## src/rtl/eci_pkg.sv

```systemverilog
// Package for the easing curve interpolator: fixed-point widths, curve codes,
// back-out constants and the pipeline stage vector type. No dependencies.
`default_nettype none
package eci_pkg;

	localparam int FRAC_BITS = 16;
	localparam int T_W       = FRAC_BITS + 1;      // progress, clamped to ONE
	localparam int Q_W       = T_W + 1;            // signed curve operand
	localparam int SQ_W      = 2 * Q_W;            // operand products
	localparam int C_W       = FRAC_BITS + 3;      // back-out constants, signed
	localparam int M_W       = C_W + Q_W;          // constant products
	localparam int W_W       = FRAC_BITS + 4;      // weight, signed
	localparam int VAL_W     = 32;
	localparam int DIFF_W    = VAL_W + 1;
	localparam int PROD_W    = DIFF_W + W_W;
	localparam int SUM_W     = PROD_W - FRAC_BITS + 1;
	localparam int NSTG      = 7;

	localparam longint ONE_L  = longint'(1) << FRAC_BITS;
	localparam longint HALF_L = longint'(1) << (FRAC_BITS - 1);
	localparam longint C1_L   = (longint'(170158) * ONE_L + 50000) / 100000;
	localparam longint C3_L   = C1_L + ONE_L;

	localparam logic [T_W-1:0]           ONE_T  = T_W'(ONE_L);
	localparam logic [T_W-1:0]           HALF_T = T_W'(HALF_L);
	localparam logic signed [C_W-1:0]    C1_Q   = C_W'(C1_L);
	localparam logic signed [C_W-1:0]    C3_Q   = C_W'(C3_L);
	localparam logic signed [W_W-1:0]    ONE_W  = W_W'(ONE_L);
	localparam logic signed [SQ_W-1:0]   HALF_SQ = SQ_W'(HALF_L);
	localparam logic signed [M_W-1:0]    HALF_M  = M_W'(HALF_L);
	localparam logic signed [PROD_W-1:0] HALF_P  = PROD_W'(HALF_L);

	localparam int IN_DATA_W  = ((2 * VAL_W + T_W + 7) / 8) * 8;
	localparam int OUT_DATA_W = VAL_W;

	typedef enum logic [2:0] {
		CURVE_LINEAR   = 3'd0,
		CURVE_EASE_IN  = 3'd1,
		CURVE_EASE_OUT = 3'd2,
		CURVE_IN_OUT   = 3'd3,
		CURVE_BACK_OUT = 3'd4
	} curve_t;

	typedef logic [NSTG-1:0] stage_en_t;

	typedef struct packed {
		logic signed [VAL_W-1:0]  start;
		logic signed [DIFF_W-1:0] diff;
	} side_t;

endpackage
`default_nettype wire

```

## src/rtl/eci_blend.sv

```systemverilog
// Blend pipeline, stages 6 and 7: (end - start) * weight, rounding, the add of
// start and 32-bit saturation. Uses eci_pkg.
`default_nettype none
module eci_blend (
	input  wire                                  clk,
	input  wire  eci_pkg::stage_en_t             en,
	input  wire  signed [eci_pkg::W_W-1:0]       weight_s5,
	input  wire  eci_pkg::side_t                 side_s5,
	output logic signed [eci_pkg::VAL_W-1:0]     value_s7,
	output logic                                 sat_s7
);

	logic signed [eci_pkg::PROD_W-1:0] prod_c, prod_s6, prod_rnd, prod_sh;
	logic signed [eci_pkg::VAL_W-1:0]  start_s6;
	logic signed [eci_pkg::SUM_W-1:0]  sum_c;
	logic [eci_pkg::SUM_W-eci_pkg::VAL_W:0] hi;
	logic                              fits;

	assign prod_c = side_s5.diff * weight_s5;

	always_ff @(posedge clk) begin
		if (en[5]) begin
			prod_s6  <= prod_c;
			start_s6 <= side_s5.start;
		end
	end

	always_comb begin
		prod_rnd = prod_s6 + eci_pkg::HALF_P;
		prod_sh  = prod_rnd >>> eci_pkg::FRAC_BITS;
		sum_c    = eci_pkg::SUM_W'(start_s6) + prod_sh[eci_pkg::SUM_W-1:0];
		hi       = sum_c[eci_pkg::SUM_W-1:eci_pkg::VAL_W-1];
		fits     = (&hi) || !(|hi);
	end

	always_ff @(posedge clk) begin
		if (en[6]) begin
			sat_s7 <= !fits;
			if (fits) begin
				value_s7 <= sum_c[eci_pkg::VAL_W-1:0];
			end else if (sum_c[eci_pkg::SUM_W-1]) begin
				value_s7 <= {1'b1, {(eci_pkg::VAL_W-1){1'b0}}};
			end else begin
				value_s7 <= {1'b0, {(eci_pkg::VAL_W-1){1'b1}}};
			end
		end
	end

endmodule
`default_nettype wire

```

## config.mk

```make
export PLATFORM = sky130hd
export DESIGN_NAME = eci_blend
export DESIGN_NICKNAME = d
export VERILOG_FILES = /design/src/rtl/eci_pkg.sv /design/src/rtl/eci_blend.sv
export SDC_FILE = /design/constraint.sdc
export NUM_CORES = 2
export LEC_CHECK = 0
export ABC_AREA = 1
export BUFFER_PORTS_ARGS = -buffer_cell sky130_fd_sc_hd__buf_2
export CAP_MARGIN = 20
export CORE_MARGIN = 2
export CORE_UTILIZATION = 45
export DETAILED_ROUTE_END_ITERATION = 8
export GPL_TIMING_DRIVEN = 0
export PLACE_DENSITY = 0.61
export SETUP_SLACK_MARGIN = 0.4
export SLEW_MARGIN = 5
export SYNTH_ARGS = -nofsm -noshare
export SYNTH_HDL_FRONTEND = slang
export SYNTH_SLANG_ARGS = --single-unit
```

## constraint.sdc

```tcl
create_clock -name clk -period 8.15 [get_ports clk]
set_input_delay 0.4075 -clock clk [delete_from_list [all_inputs] [get_ports clk]]
set_output_delay 0.4075 -clock clk [all_outputs]
set_load 0.005 [all_outputs]
```

==> reports/results.ini <==
[outcome]
outcome = complete, no violations

[min_path]
hold_class = input port to register
hold_start = side_s5[53]
holdPathEnd = start_s6[20]
whs_path_depth = 1

[worst_setup_path]
reg2reg_from = prod_s6[15]
cp.buffers_inverters = 7
cp_top_family = adder cells
required_ns = 8.27
crit_fanout = 10
path_class = input port to register
r2r_slack_ns = 3.23
slowest_stage = clkbuf_1
cp.arrival_ns = 7.65
worstSetupStartpointType = input port
crit_chain = clkbuf_1 -> clkbuf_2 -> nand2_1 -> fa_1 -> inv_1 -> fa_1 -> fa_1 -> fa_1 -> fa_1 -> fa_1 -> inv_1 -> fa_1 -> inv_1 -> ha_1 -> a21oi_1 -> inv_1 -> a31oi_1 -> o21ai_0 -> a21oi_1 -> nand3_1 -> a31oi_1 -> inv_1 -> nand2_1 -> nand2_1
end_kind = register
cp_slowest_stage_delay_ns = 0.67
cp_common_cell = fa_1
reg2reg_depth = 26
r2r-end = value_s7[23]

[clocking]
worstSkewPairLatency_ns = 0.36
clockBufferDepth = 2
cts_max_level = 3
root_buffer = clkbuf_16
tritoncts = built
clock-sinks = 103
path_clk_slew_ns = 0.08
cts_buffers = 9

[drt]
drt-pass1-iter-count = 6
viasPerCell = 4.97
wl_per_cell_um = 18.9
drcViolationCount = 0
detail-route-antenna-nets = 0
dr_total_vias = 25500
drt-total-wl_mm = 96.9
drt_iter0_drc = 1952

[logic_synthesis]
synth_xor_area_share_pct = 3.05
async_reset_ff_share_pct = 0
synth_area_leaders = fa_1 41%, inv_1 15%, nand2_1 13%, edfxtp_1 9.8%, ha_1 6.7%
yosysSeqAreaShare_pct = 9.79
synth_mux_area_share_pct = 0
synth_fa_ha_area_share_pct = 48.1
synth_compound_area_share_pct = 3.54
synth_flop_cell = edfxtp_1
syn_inst = 4102
synth-warning-count = 0
synth_edf_count = 103
ys_types = 44
ys_seq_elements = 103
synth_top_cell_by_area = fa_1
synth_simple_gate_area_share_pct = 18.3
synth_top_family_by_area = adder cells
netlist_area_mm2 = 0.0316
syn_avg_cell_area_um2 = 7.70
synth_top_area_share_pct = 41.4
synth.net_count = 5017

[sta]
whs_ns = 0.212
period_share_pct = 92.3
finalHoldViolCount = 0
slew_headroom_pct = 24.3
skew_ns = 0.0137
slew_viol_final = 0
fmax_ghz = 0.133
layout_min_cycle_time_ns = 7.53
worstMarginPinSlew_ns = 1.14
setup_viol = 0
rsz0062_at_grt = yes

[place]
placedCellCount = 5114
dpl.hpwl_mm = 83.5
placed_area_mm2 = 0.0332
portBuffers = 70
place_congestion = 0.952

[die]
die_area_mm2 = 0.0724
die_w_um = 269
die_h_um = 269
fp-row-count = 97
coreArea_mm2 = 0.0698
ioPinCount = 126
initial_core_util_pct = 45.3

[finish]
fin_util_pct = 48.0
n_fill_cell = 7090
final_area_mm2 = 0.0335
diodes = 0
synthToLayoutAreaGrowth_pct = 6.05
finalNonFillerCells = 5130
drive_above_1_share_pct = 4.03
fin_nets = 5100

[flow_run]
max_cap_violations = 0

[global_routing]
grt_overflow = 0
grt_pass1_vias = 26700
grt_start_max_net_pins = 58
grt.total_usage_pct = 28.1
grt_first_pass_wirelength_mm = 152
grt_antenna_before_repair = 1

## per-layer routing
layer / up-vias / wire length [um] / track usage (%)
li1: 11800 / - / -
met1: 12500 / 40000 / 37.0
met2: 966 / 45600 / 47.6
met3: 197 / 7020 / 3.63
met4: 4 / 4170 / 10.3
met5: - / 26 / 0
## sequential cells by signal, summed over array words and instances (netlist names)
signal,flops
start_s6,32
sat_s7,1
prod_s6,38
value_s7,32
## layout by cell type (no fill, tap or decap), types with 21 or more instances in the layout
cell / count
inv_1: 1279
xnor2_1: 37
nor2_1: 176
nand3_1: 58
clkbuf_1: 117
fa_1: 653
edfxtp_1: 103
ha_1: 168
a21oi_1: 101
nand2_1: 1097
xor2_1: 73
nand4_1: 21
clkbuf_2: 22
buf_2: 71
o21ai_0: 41
## what timing repair did
item / CTS / global route
pin swaps: 0 / 0
gates resized for setup: 2 / 54
hold buffers: 0 / 0
buffers inserted: 0 / 0
setup endpoints to repair: 4 / 15
## per-stage QoR
stage,TNS (ns),setup slack [ns]
floorplan,0,1.49
global placement,-0.0771,-0.0483
detailed placement,-0.0667,-0.0525
CTS,0,0.431
global route,0,0.374
finish,0,0.625
## worst register-to-register path: stages (launching register included)
cell,delay [ns]
edfxtp_1,0.44
nand3_1,0.31
nor3_4,0.35
nand2_1,0.08
nor2_1,0.19
inv_2,0.09
nor4_1,0.26
nand2_1,0.17
nor2_2,0.16
nand2_1,0.08
xor2_1,0.20
inv_1,0.07
ha_1,0.42
nand2_1,0.17
nor2_1,0.23
nand2_1,0.11
nor2_1,0.20
nand3_1,0.19
nand3_1,0.15
nand2_1,0.06
nand2_1,0.06
nand2_1,0.06
nor2_1,0.11
nand2_2,0.09
nand3_2,0.20
buf_6,0.17
nand2_1,0.06
## synth_stat cells (9+ instances only)
cell,count
nand2_1,1097
nor2_1,176
nand4_1,21
edfxtp_1,103
nor3_1,17
inv_1,1279
fa_1,654
ha_1,168
o21ai_0,41
a21o_1,10
a21oi_1,101
xor2_1,73
a31oi_1,9
nand3_1,58
o21bai_1,12
nor2_2,14
clkbuf_1,140
nor4_1,18
xnor2_1,37
## cell families after synthesis
group,Yosys count
buf+inv,1435
flops,103
compound gates,197
fa+ha+maj,822
xor+xnor,110
simple gates,1435
## worst max-delay path by stage
stage	startpoint	endpoint	slack, ns	cells past startpoint
2_1_floorplan	weight_s5[2]	prod_s6[51]	1.49	27
3_3_place_gp	weight_s5[13]	prod_s6[40]	-0.05	25
3_5_place_dp	weight_s5[13]	prod_s6[52]	-0.05	24
4_1_cts	weight_s5[12]	prod_s6[52]	0.43	24
5_1_grt	weight_s5[7]	prod_s6[40]	0.37	25
6_report	weight_s5[12]	prod_s6[52]	0.62	24
## area by class of cell
class | instances | area, um2 | area share [%]
Buffer | 151 | 659 | 1.97
Clock buffer | 9 | 225 | 0.672
Clock inverter | 7 | 80.1 | 0.239
Inverter | 1284 | 4820 | 14.4
Multi-Input combinational cell | 2564 | 23100 | 68.8
Sequential cell | 103 | 3090 | 9.23
Tap cell | 940 | 1180 | 3.51
Timing Repair Buffer | 72 | 395 | 1.18
Power is left out: the tool's default activity adds up to more than one toggle a clock period on the data nets, which glitch-free logic cannot reach.
