**src/rtl/eci_pkg.sv**
```systemverilog
// Package for the easing curve interpolator: fixed-point widths, curve codes,
// back-out constants and the pipeline stage vector type. No dependencies.
`default_nettype none
package eci_pkg;

	localparam int FRAC_BITS = 16;
	localparam int T_W       = FRAC_BITS + 1;      // progress, clamped to ONE
	localparam int Q_W       = T_W + 1;            // signed curve operand
	localparam int SQ_W      = 2 * Q_W;            // operand products
	localparam int C_W       = FRAC_BITS + 3;      // back-out constants, signed
	localparam int M_W       = C_W + Q_W;          // constant products
	localparam int W_W       = FRAC_BITS + 4;      // weight, signed
	localparam int VAL_W     = 32;
	localparam int DIFF_W    = VAL_W + 1;
	localparam int PROD_W    = DIFF_W + W_W;
	localparam int SUM_W     = PROD_W - FRAC_BITS + 1;
	localparam int NSTG      = 7;

	localparam longint ONE_L  = longint'(1) << FRAC_BITS;
	localparam longint HALF_L = longint'(1) << (FRAC_BITS - 1);
	localparam longint C1_L   = (longint'(170158) * ONE_L + 50000) / 100000;
	localparam longint C3_L   = C1_L + ONE_L;

	localparam logic [T_W-1:0]           ONE_T  = T_W'(ONE_L);
	localparam logic [T_W-1:0]           HALF_T = T_W'(HALF_L);
	localparam logic signed [C_W-1:0]    C1_Q   = C_W'(C1_L);
	localparam logic signed [C_W-1:0]    C3_Q   = C_W'(C3_L);
	localparam logic signed [W_W-1:0]    ONE_W  = W_W'(ONE_L);
	localparam logic signed [SQ_W-1:0]   HALF_SQ = SQ_W'(HALF_L);
	localparam logic signed [M_W-1:0]    HALF_M  = M_W'(HALF_L);
	localparam logic signed [PROD_W-1:0] HALF_P  = PROD_W'(HALF_L);

	localparam int IN_DATA_W  = ((2 * VAL_W + T_W + 7) / 8) * 8;
	localparam int OUT_DATA_W = VAL_W;

	typedef enum logic [2:0] {
		CURVE_LINEAR   = 3'd0,
		CURVE_EASE_IN  = 3'd1,
		CURVE_EASE_OUT = 3'd2,
		CURVE_IN_OUT   = 3'd3,
		CURVE_BACK_OUT = 3'd4
	} curve_t;

	typedef logic [NSTG-1:0] stage_en_t;

	typedef struct packed {
		logic signed [VAL_W-1:0]  start;
		logic signed [DIFF_W-1:0] diff;
	} side_t;

endpackage
`default_nettype wire

```
**src/rtl/eci_weight.sv**
```systemverilog
// Weight pipeline, stages 1 to 5: clamps t, forms the curve operand, square,
// cube, back-out constant products and the final weight. Uses eci_pkg.
`default_nettype none
module eci_weight (
	input  wire                                  clk,
	input  wire  eci_pkg::stage_en_t             en,
	input  wire  [2:0]                           curve,
	input  wire  signed [eci_pkg::VAL_W-1:0]     start_value,
	input  wire  signed [eci_pkg::VAL_W-1:0]     end_value,
	input  wire  [eci_pkg::T_W-1:0]              progress,
	output logic signed [eci_pkg::W_W-1:0]       weight_s5,
	output eci_pkg::side_t                       side_s5
);

	logic [eci_pkg::T_W-1:0]          t_cl;
	logic signed [eci_pkg::Q_W-1:0]   op_c;

	logic [2:0]                       curve_s1, curve_s2, curve_s3, curve_s4;
	logic                             low_s1, low_s2, low_s3, low_s4;
	logic signed [eci_pkg::Q_W-1:0]   op_s1, op_s2, op_s3, op_s4;
	eci_pkg::side_t                   side_s1, side_s2, side_s3, side_s4;

	logic signed [eci_pkg::SQ_W-1:0]  sq_full, sq_rnd, sq_sh;
	logic signed [eci_pkg::Q_W-1:0]   sq_s2, sq_s3, sq_s4;
	logic signed [eci_pkg::SQ_W-1:0]  cu_full, cu_rnd, cu_sh;
	logic signed [eci_pkg::Q_W-1:0]   cu_s3, cu_s4;
	logic signed [eci_pkg::M_W-1:0]   m3_c, m1_c, m3_s4, m1_s4;
	logic signed [eci_pkg::M_W-1:0]   m3_rnd, m1_rnd, m3_sh, m1_sh;
	logic signed [eci_pkg::W_W-1:0]   cu_w, sq_w, op_w, w_c;

	// stage 1: clamp and operand select
	always_comb begin
		t_cl = (progress > eci_pkg::ONE_T) ? eci_pkg::ONE_T : progress;
		case (curve)
			eci_pkg::CURVE_EASE_OUT: op_c = eci_pkg::Q_W'(eci_pkg::ONE_T) - eci_pkg::Q_W'(t_cl);
			eci_pkg::CURVE_BACK_OUT: op_c = eci_pkg::Q_W'(t_cl) - eci_pkg::Q_W'(eci_pkg::ONE_T);
			default:                 op_c = eci_pkg::Q_W'(t_cl);
		endcase
	end

	always_ff @(posedge clk) begin
		if (en[0]) begin
			curve_s1      <= curve;
			low_s1        <= t_cl < eci_pkg::HALF_T;
			op_s1         <= op_c;
			side_s1.start <= start_value;
			side_s1.diff  <= eci_pkg::DIFF_W'(end_value) - eci_pkg::DIFF_W'(start_value);
		end
	end

	// stage 2: square
	always_comb begin
		sq_full = op_s1 * op_s1;
		sq_rnd  = sq_full + eci_pkg::HALF_SQ;
		sq_sh   = sq_rnd >>> eci_pkg::FRAC_BITS;
	end

	always_ff @(posedge clk) begin
		if (en[1]) begin
			curve_s2 <= curve_s1;
			low_s2   <= low_s1;
			op_s2    <= op_s1;
			side_s2  <= side_s1;
			sq_s2    <= sq_sh[eci_pkg::Q_W-1:0];
		end
	end

	// stage 3: cube
	always_comb begin
		cu_full = sq_s2 * op_s2;
		cu_rnd  = cu_full + eci_pkg::HALF_SQ;
		cu_sh   = cu_rnd >>> eci_pkg::FRAC_BITS;
	end

	always_ff @(posedge clk) begin
		if (en[2]) begin
			curve_s3 <= curve_s2;
			low_s3   <= low_s2;
			op_s3    <= op_s2;
			side_s3  <= side_s2;
			sq_s3    <= sq_s2;
			cu_s3    <= cu_sh[eci_pkg::Q_W-1:0];
		end
	end

	// stage 4: back-out constant products
	always_comb begin
		m3_c = eci_pkg::C3_Q * cu_s3;
		m1_c = eci_pkg::C1_Q * sq_s3;
	end

	always_ff @(posedge clk) begin
		if (en[3]) begin
			curve_s4 <= curve_s3;
			low_s4   <= low_s3;
			op_s4    <= op_s3;
			side_s4  <= side_s3;
			sq_s4    <= sq_s3;
			cu_s4    <= cu_s3;
			m3_s4    <= m3_c;
			m1_s4    <= m1_c;
		end
	end

	// stage 5: weight select
	always_comb begin
		m3_rnd = m3_s4 + eci_pkg::HALF_M;
		m1_rnd = m1_s4 + eci_pkg::HALF_M;
		m3_sh  = m3_rnd >>> eci_pkg::FRAC_BITS;
		m1_sh  = m1_rnd >>> eci_pkg::FRAC_BITS;
		cu_w   = eci_pkg::W_W'(cu_s4);
		sq_w   = eci_pkg::W_W'(sq_s4);
		op_w   = eci_pkg::W_W'(op_s4);
		case (curve_s4)
			eci_pkg::CURVE_EASE_IN:  w_c = cu_w;
			eci_pkg::CURVE_EASE_OUT: w_c = eci_pkg::ONE_W - cu_w;
			eci_pkg::CURVE_IN_OUT:   w_c = low_s4 ? (sq_w <<< 1)
				: (cu_w <<< 2) - (sq_w <<< 2) + eci_pkg::ONE_W;
			eci_pkg::CURVE_BACK_OUT: w_c = eci_pkg::ONE_W + m3_sh[eci_pkg::W_W-1:0]
				+ m1_sh[eci_pkg::W_W-1:0];
			default:                 w_c = op_w;
		endcase
	end

	always_ff @(posedge clk) begin
		if (en[4]) begin
			weight_s5 <= w_c;
			side_s5   <= side_s4;
		end
	end

endmodule
`default_nettype wire

```
**config.mk**
```make
export PLATFORM = sky130hd
export DESIGN_NAME = eci_weight
export DESIGN_NICKNAME = d
export VERILOG_FILES = /design/src/rtl/eci_pkg.sv /design/src/rtl/eci_weight.sv
export SDC_FILE = /design/constraint.sdc
export NUM_CORES = 2
export LEC_CHECK = 0
export BUFFER_PORTS_ARGS = -buffer_cell sky130_fd_sc_hd__buf_2
export CELL_PAD_IN_SITES_DETAIL_PLACEMENT = 0
export CELL_PAD_IN_SITES_GLOBAL_PLACEMENT = 1
export CORE_ASPECT_RATIO = 0.75
export CORE_MARGIN = 2
export CORE_UTILIZATION = 40
export CTS_BUF_LIST = sky130_fd_sc_hd__clkbuf_4
export CTS_CLUSTER_DIAMETER = 30
export CTS_CLUSTER_SIZE = 10
export DETAILED_ROUTE_END_ITERATION = 7
export HOLD_SLACK_MARGIN = 0.03
export PLACE_DENSITY = 0.76
export SYNTH_ARGS = -nofsm -noshare
export SYNTH_HDL_FRONTEND = slang
export SYNTH_SLANG_ARGS = --single-unit
```
**constraint.sdc**
```tcl
create_clock -name clk -period 18.18 [get_ports clk]
set_input_delay 0.909 -clock clk [delete_from_list [all_inputs] [get_ports clk]]
set_output_delay 0.909 -clock clk [all_outputs]
set_load 0.01 [all_outputs]
```
==> out/results.txt <==
Routed Antenna Nets: 0
sequential fraction of the synthesis area: 30.2%
Crit path required time: 18900 ps
die height: 328 microns
CTS Buffer Depth: 3
Initial Util: 40.5%
status: complete, no violations
Critical Path Sink Type: flip-flop
post-route setup slack: 10360 ps
DRC viols: 0
top-area cell type share of the netlist area: 30.2%
CTS Sinks: 565
worst-skew pair later-pin latency: 1060 ps
IO Pins: 177
setup tns final: 0 ps
Placer Congestion: 0.886
total grt overflow: 0
Post-Place Cell Area: 59200 sq um
CP dominant cell by count: fa_1
vias per cell: 4.81
Core ar.: 139000 sq um
die footprint: 143000 sq um
launch point of the worst path: op_s1[4]$_DFFE_PP_
worst slew pin tran: 1200 ps
Routed wire per std cell: 17.8 microns
final hold slack: 180 ps
Worst R2R Setup Slack: 10360 ps
Max-Cap Viols: 0
DRT Pass-1 Iters: 6
CP cell instances: inv_1 -> nor2_1 -> fa_1 -> fa_1 -> inv_1 -> fa_1 -> fa_1 -> inv_1 -> fa_1 -> inv_1 -> fa_1 -> inv_1 -> ha_1 -> a21oi_1 -> o21ai_0 -> o41ai_1 -> a21oi_1 -> nor3_1 -> o31ai_1 -> buf_4 -> a21o_1 -> nor4_1 -> nor3_1 -> xnor2_1
Cells after Synth: 5001
Net Count, Synth: 6532
row count: 118
first-pass GRT wire length: 208 mm
largest net degree at the start of global routing: 68
yosys warns: 0
Post-CTS Setup Inserts: 0
Seq cells post-synth: 565
number of synthesized flops with an enable pin: 565
final-layout fill cell count: 13000
initial antenna violation count: 11
HP Start: progress[0]
Worst R2R Start: op_s1[4]$_DFFE_PP_
WP buf/inv: 6
Worst EP arrival: 8540 ps
HP Class: in2reg
CTS tree: built
# resized after CTS: 0
clock-pin slew on the worst setup and hold paths: 100 ps
NumNets Final: 6795
unrepaired setup endpoints after global routing: no
FFs w/ async S/R, synth: 0%
Distinct cells, synth: 78
clock buffer count from CTS: 108
largest area contributor in the netlist: edfxtp_1
DR vias: 34700
depth of the CTS H-tree: 3
Tmin final: 7820 ps
Mapped Area: 56100 sq um
synthesis-to-layout area growth: 9.16%
1st-iter DRT viols: 2175
syn_area_per_cell: 11.2 sq um
share of cells above drive strength 1: 8.05%
top_reg_cell synth: edfxtp_1
root buf cell: clkbuf_4
worst clock skew: 104 ps
Final Hold Viols: 0
Final setup viols: 0
Final Max Slew Viols: 0
post-detail-place hpwl: 102 mm
crit path max fanout: 15
CP max-delay cell: edfxtp_1
gr usage total: 18.6%
type of the worst setup path: reg2reg
Worst path top cell family by delay: adder cells
# port buffers: 174
Die Wd: 436 microns
slew margin rel.: 20.0%
cell area after layout: 61200 sq um
fin crit share: 43.0%
CP startpoint kind: flip-flop
worst slack, placed: 10520 ps
max incr delay on CP: 920 ps
routed wire length: 129 mm
vias in the first global route: 37400
Max Fclk: 0.128 GHz
top post-synthesis cells by area: edfxtp_1, fa_1, ha_1
==> logic make-up (layout without fill, tap and decap cells) <==
group / after synthesis / count (layout) / synth area share (%)
AOI/OAI and AO/OA: 427 / 427 / 5.09
muxes: 12 / 12 / 0.241
buffers and inverters: 1373 / 1724 / 9.21
DFF: 565 / 565 / 30.2
xor gates and xnor gates: 209 / 209 / 3.26
adders and majority gates: 1439 / 1439 / 43.4
other: 0 / 7 / 0
and+or+nand+nor: 976 / 976 / 8.55
==> stage by stage <==
| stage | utilization, % | instances |
|---|---|---|
| floorplan | - | 5001 |
| global placement | 42.7 | 6980 |
| detailed placement | 42.7 | 6980 |
| CTS | 44.2 | 7212 |
| global route | 44.2 | 7218 |
| finish | 44.2 | 7219 |
==> sequential cells by signal, summed over array words and instances, names as in the netlist, 18 cells and up <==
| signal | flops |
|---|---|
| m1_s4 | 21 |
| side_s2 | 65 |
| m3_s4 | 21 |
| side_s1 | 65 |
| side_s3 | 65 |
| sq_s3 | 18 |
| side_s4 | 65 |
| cu_s4 | 18 |
| cu_s3 | 18 |
| sq_s2 | 18 |
| op_s3 | 18 |
| side_s5 | 65 |
| sq_s4 | 18 |
| op_s4 | 18 |
| weight_s5 | 20 |
| op_s1 | 18 |
| op_s2 | 18 |
==> final cells by class <==
cell class,count,area [sq um],area share [%]
diodes,7,17.5,0.0286
clock buffers,116,871,1.42
multi-input cells,3063,34000,55.5
well taps,1860,2330,3.80
inverters,1282,4810,7.86
repair buffers,244,1500,2.46
flip-flops and latches,565,17000,27.7
clock inverters,82,773,1.26
==> worst paths after layout <==
path                          end  depth (start not counted)
max reg2reg   sq_s2[17]$_DFFE_PP_                         24
min            op_s1[0]$_DFFE_PP_                          3
max           sq_s2[17]$_DFFE_PP_                         24
min reg2reg  side_s5[4]$_DFFE_PP_                          0
==> cells in the mapped netlist, drive strengths merged (8+ instances only) <==
cell / number
a211oi: 22
a21o: 37
a21oi: 89
a22oi: 8
a31oi: 11
and2: 214
and3: 29
buf: 8
clkbuf: 83
edfxtp: 565
fa: 846
ha: 593
inv: 1282
mux2i: 9
nand2: 327
nand2b: 37
nand3: 46
nand4: 8
nor2: 183
nor2b: 26
nor3: 46
nor3b: 8
o211ai: 17
o21a: 47
o21ai: 92
o21bai: 8
o31ai: 16
or2: 16
or3: 17
xnor2: 142
xor2: 67
==> worst register-to-register path, cell delays in order, from the launching register on <==
cell	delay, ps
edfxtp_1	920
inv_1	460
nor2_1	380
fa_1	510
fa_1	550
inv_1	50
fa_1	490
fa_1	550
inv_1	50
fa_1	480
inv_1	50
fa_1	470
inv_1	40
ha_1	280
a21oi_1	180
o21ai_0	170
o41ai_1	440
a21oi_1	120
nor3_1	350
o31ai_1	150
buf_4	180
a21o_1	210
nor4_1	170
nor3_1	100
xnor2_1	130
==> layout by cell type (no fill, tap or decap), drive strengths merged, types with 22 or more instances in the layout <==
| cell type | n |
|---|---|
| a21oi | 89 |
| and3 | 29 |
| clkinv | 41 |
| xor2 | 67 |
| dlygate4sd3 | 34 |
| edfxtp | 565 |
| fa | 846 |
| and2 | 214 |
| clkbuf | 117 |
| nand3 | 46 |
| xnor2 | 142 |
| nor2 | 183 |
| nand2 | 327 |
| a21o | 37 |
| o21ai | 92 |
| o21a | 47 |
| ha | 593 |
| nand2b | 37 |
| nor2b | 26 |
| buf | 209 |
| a211oi | 22 |
| inv | 1301 |
| nor3 | 46 |
==> per-layer routing <==
| metal | wire, microns | share of wire, % | GRT usage [%] |
|---|---|---|---|
| met5 | 27 | 0.021 | 0 |
| met2 | 55700 | 43 | 28.1 |
| met4 | 2070 | 1.6 | 3.90 |
| met1 | 62100 | 48 | 27.5 |
| met3 | 8870 | 6.9 | 4.10 |
==> repair_timing <==
action,4_1_cts,5_1_grt
hold buffers,34,0
endpoints found under the setup margin,0,0
endpoints found under the hold margin,34,0
Power is not shown: default switching activity piles up to over one toggle a cycle in this logic, so the estimate is an artifact.
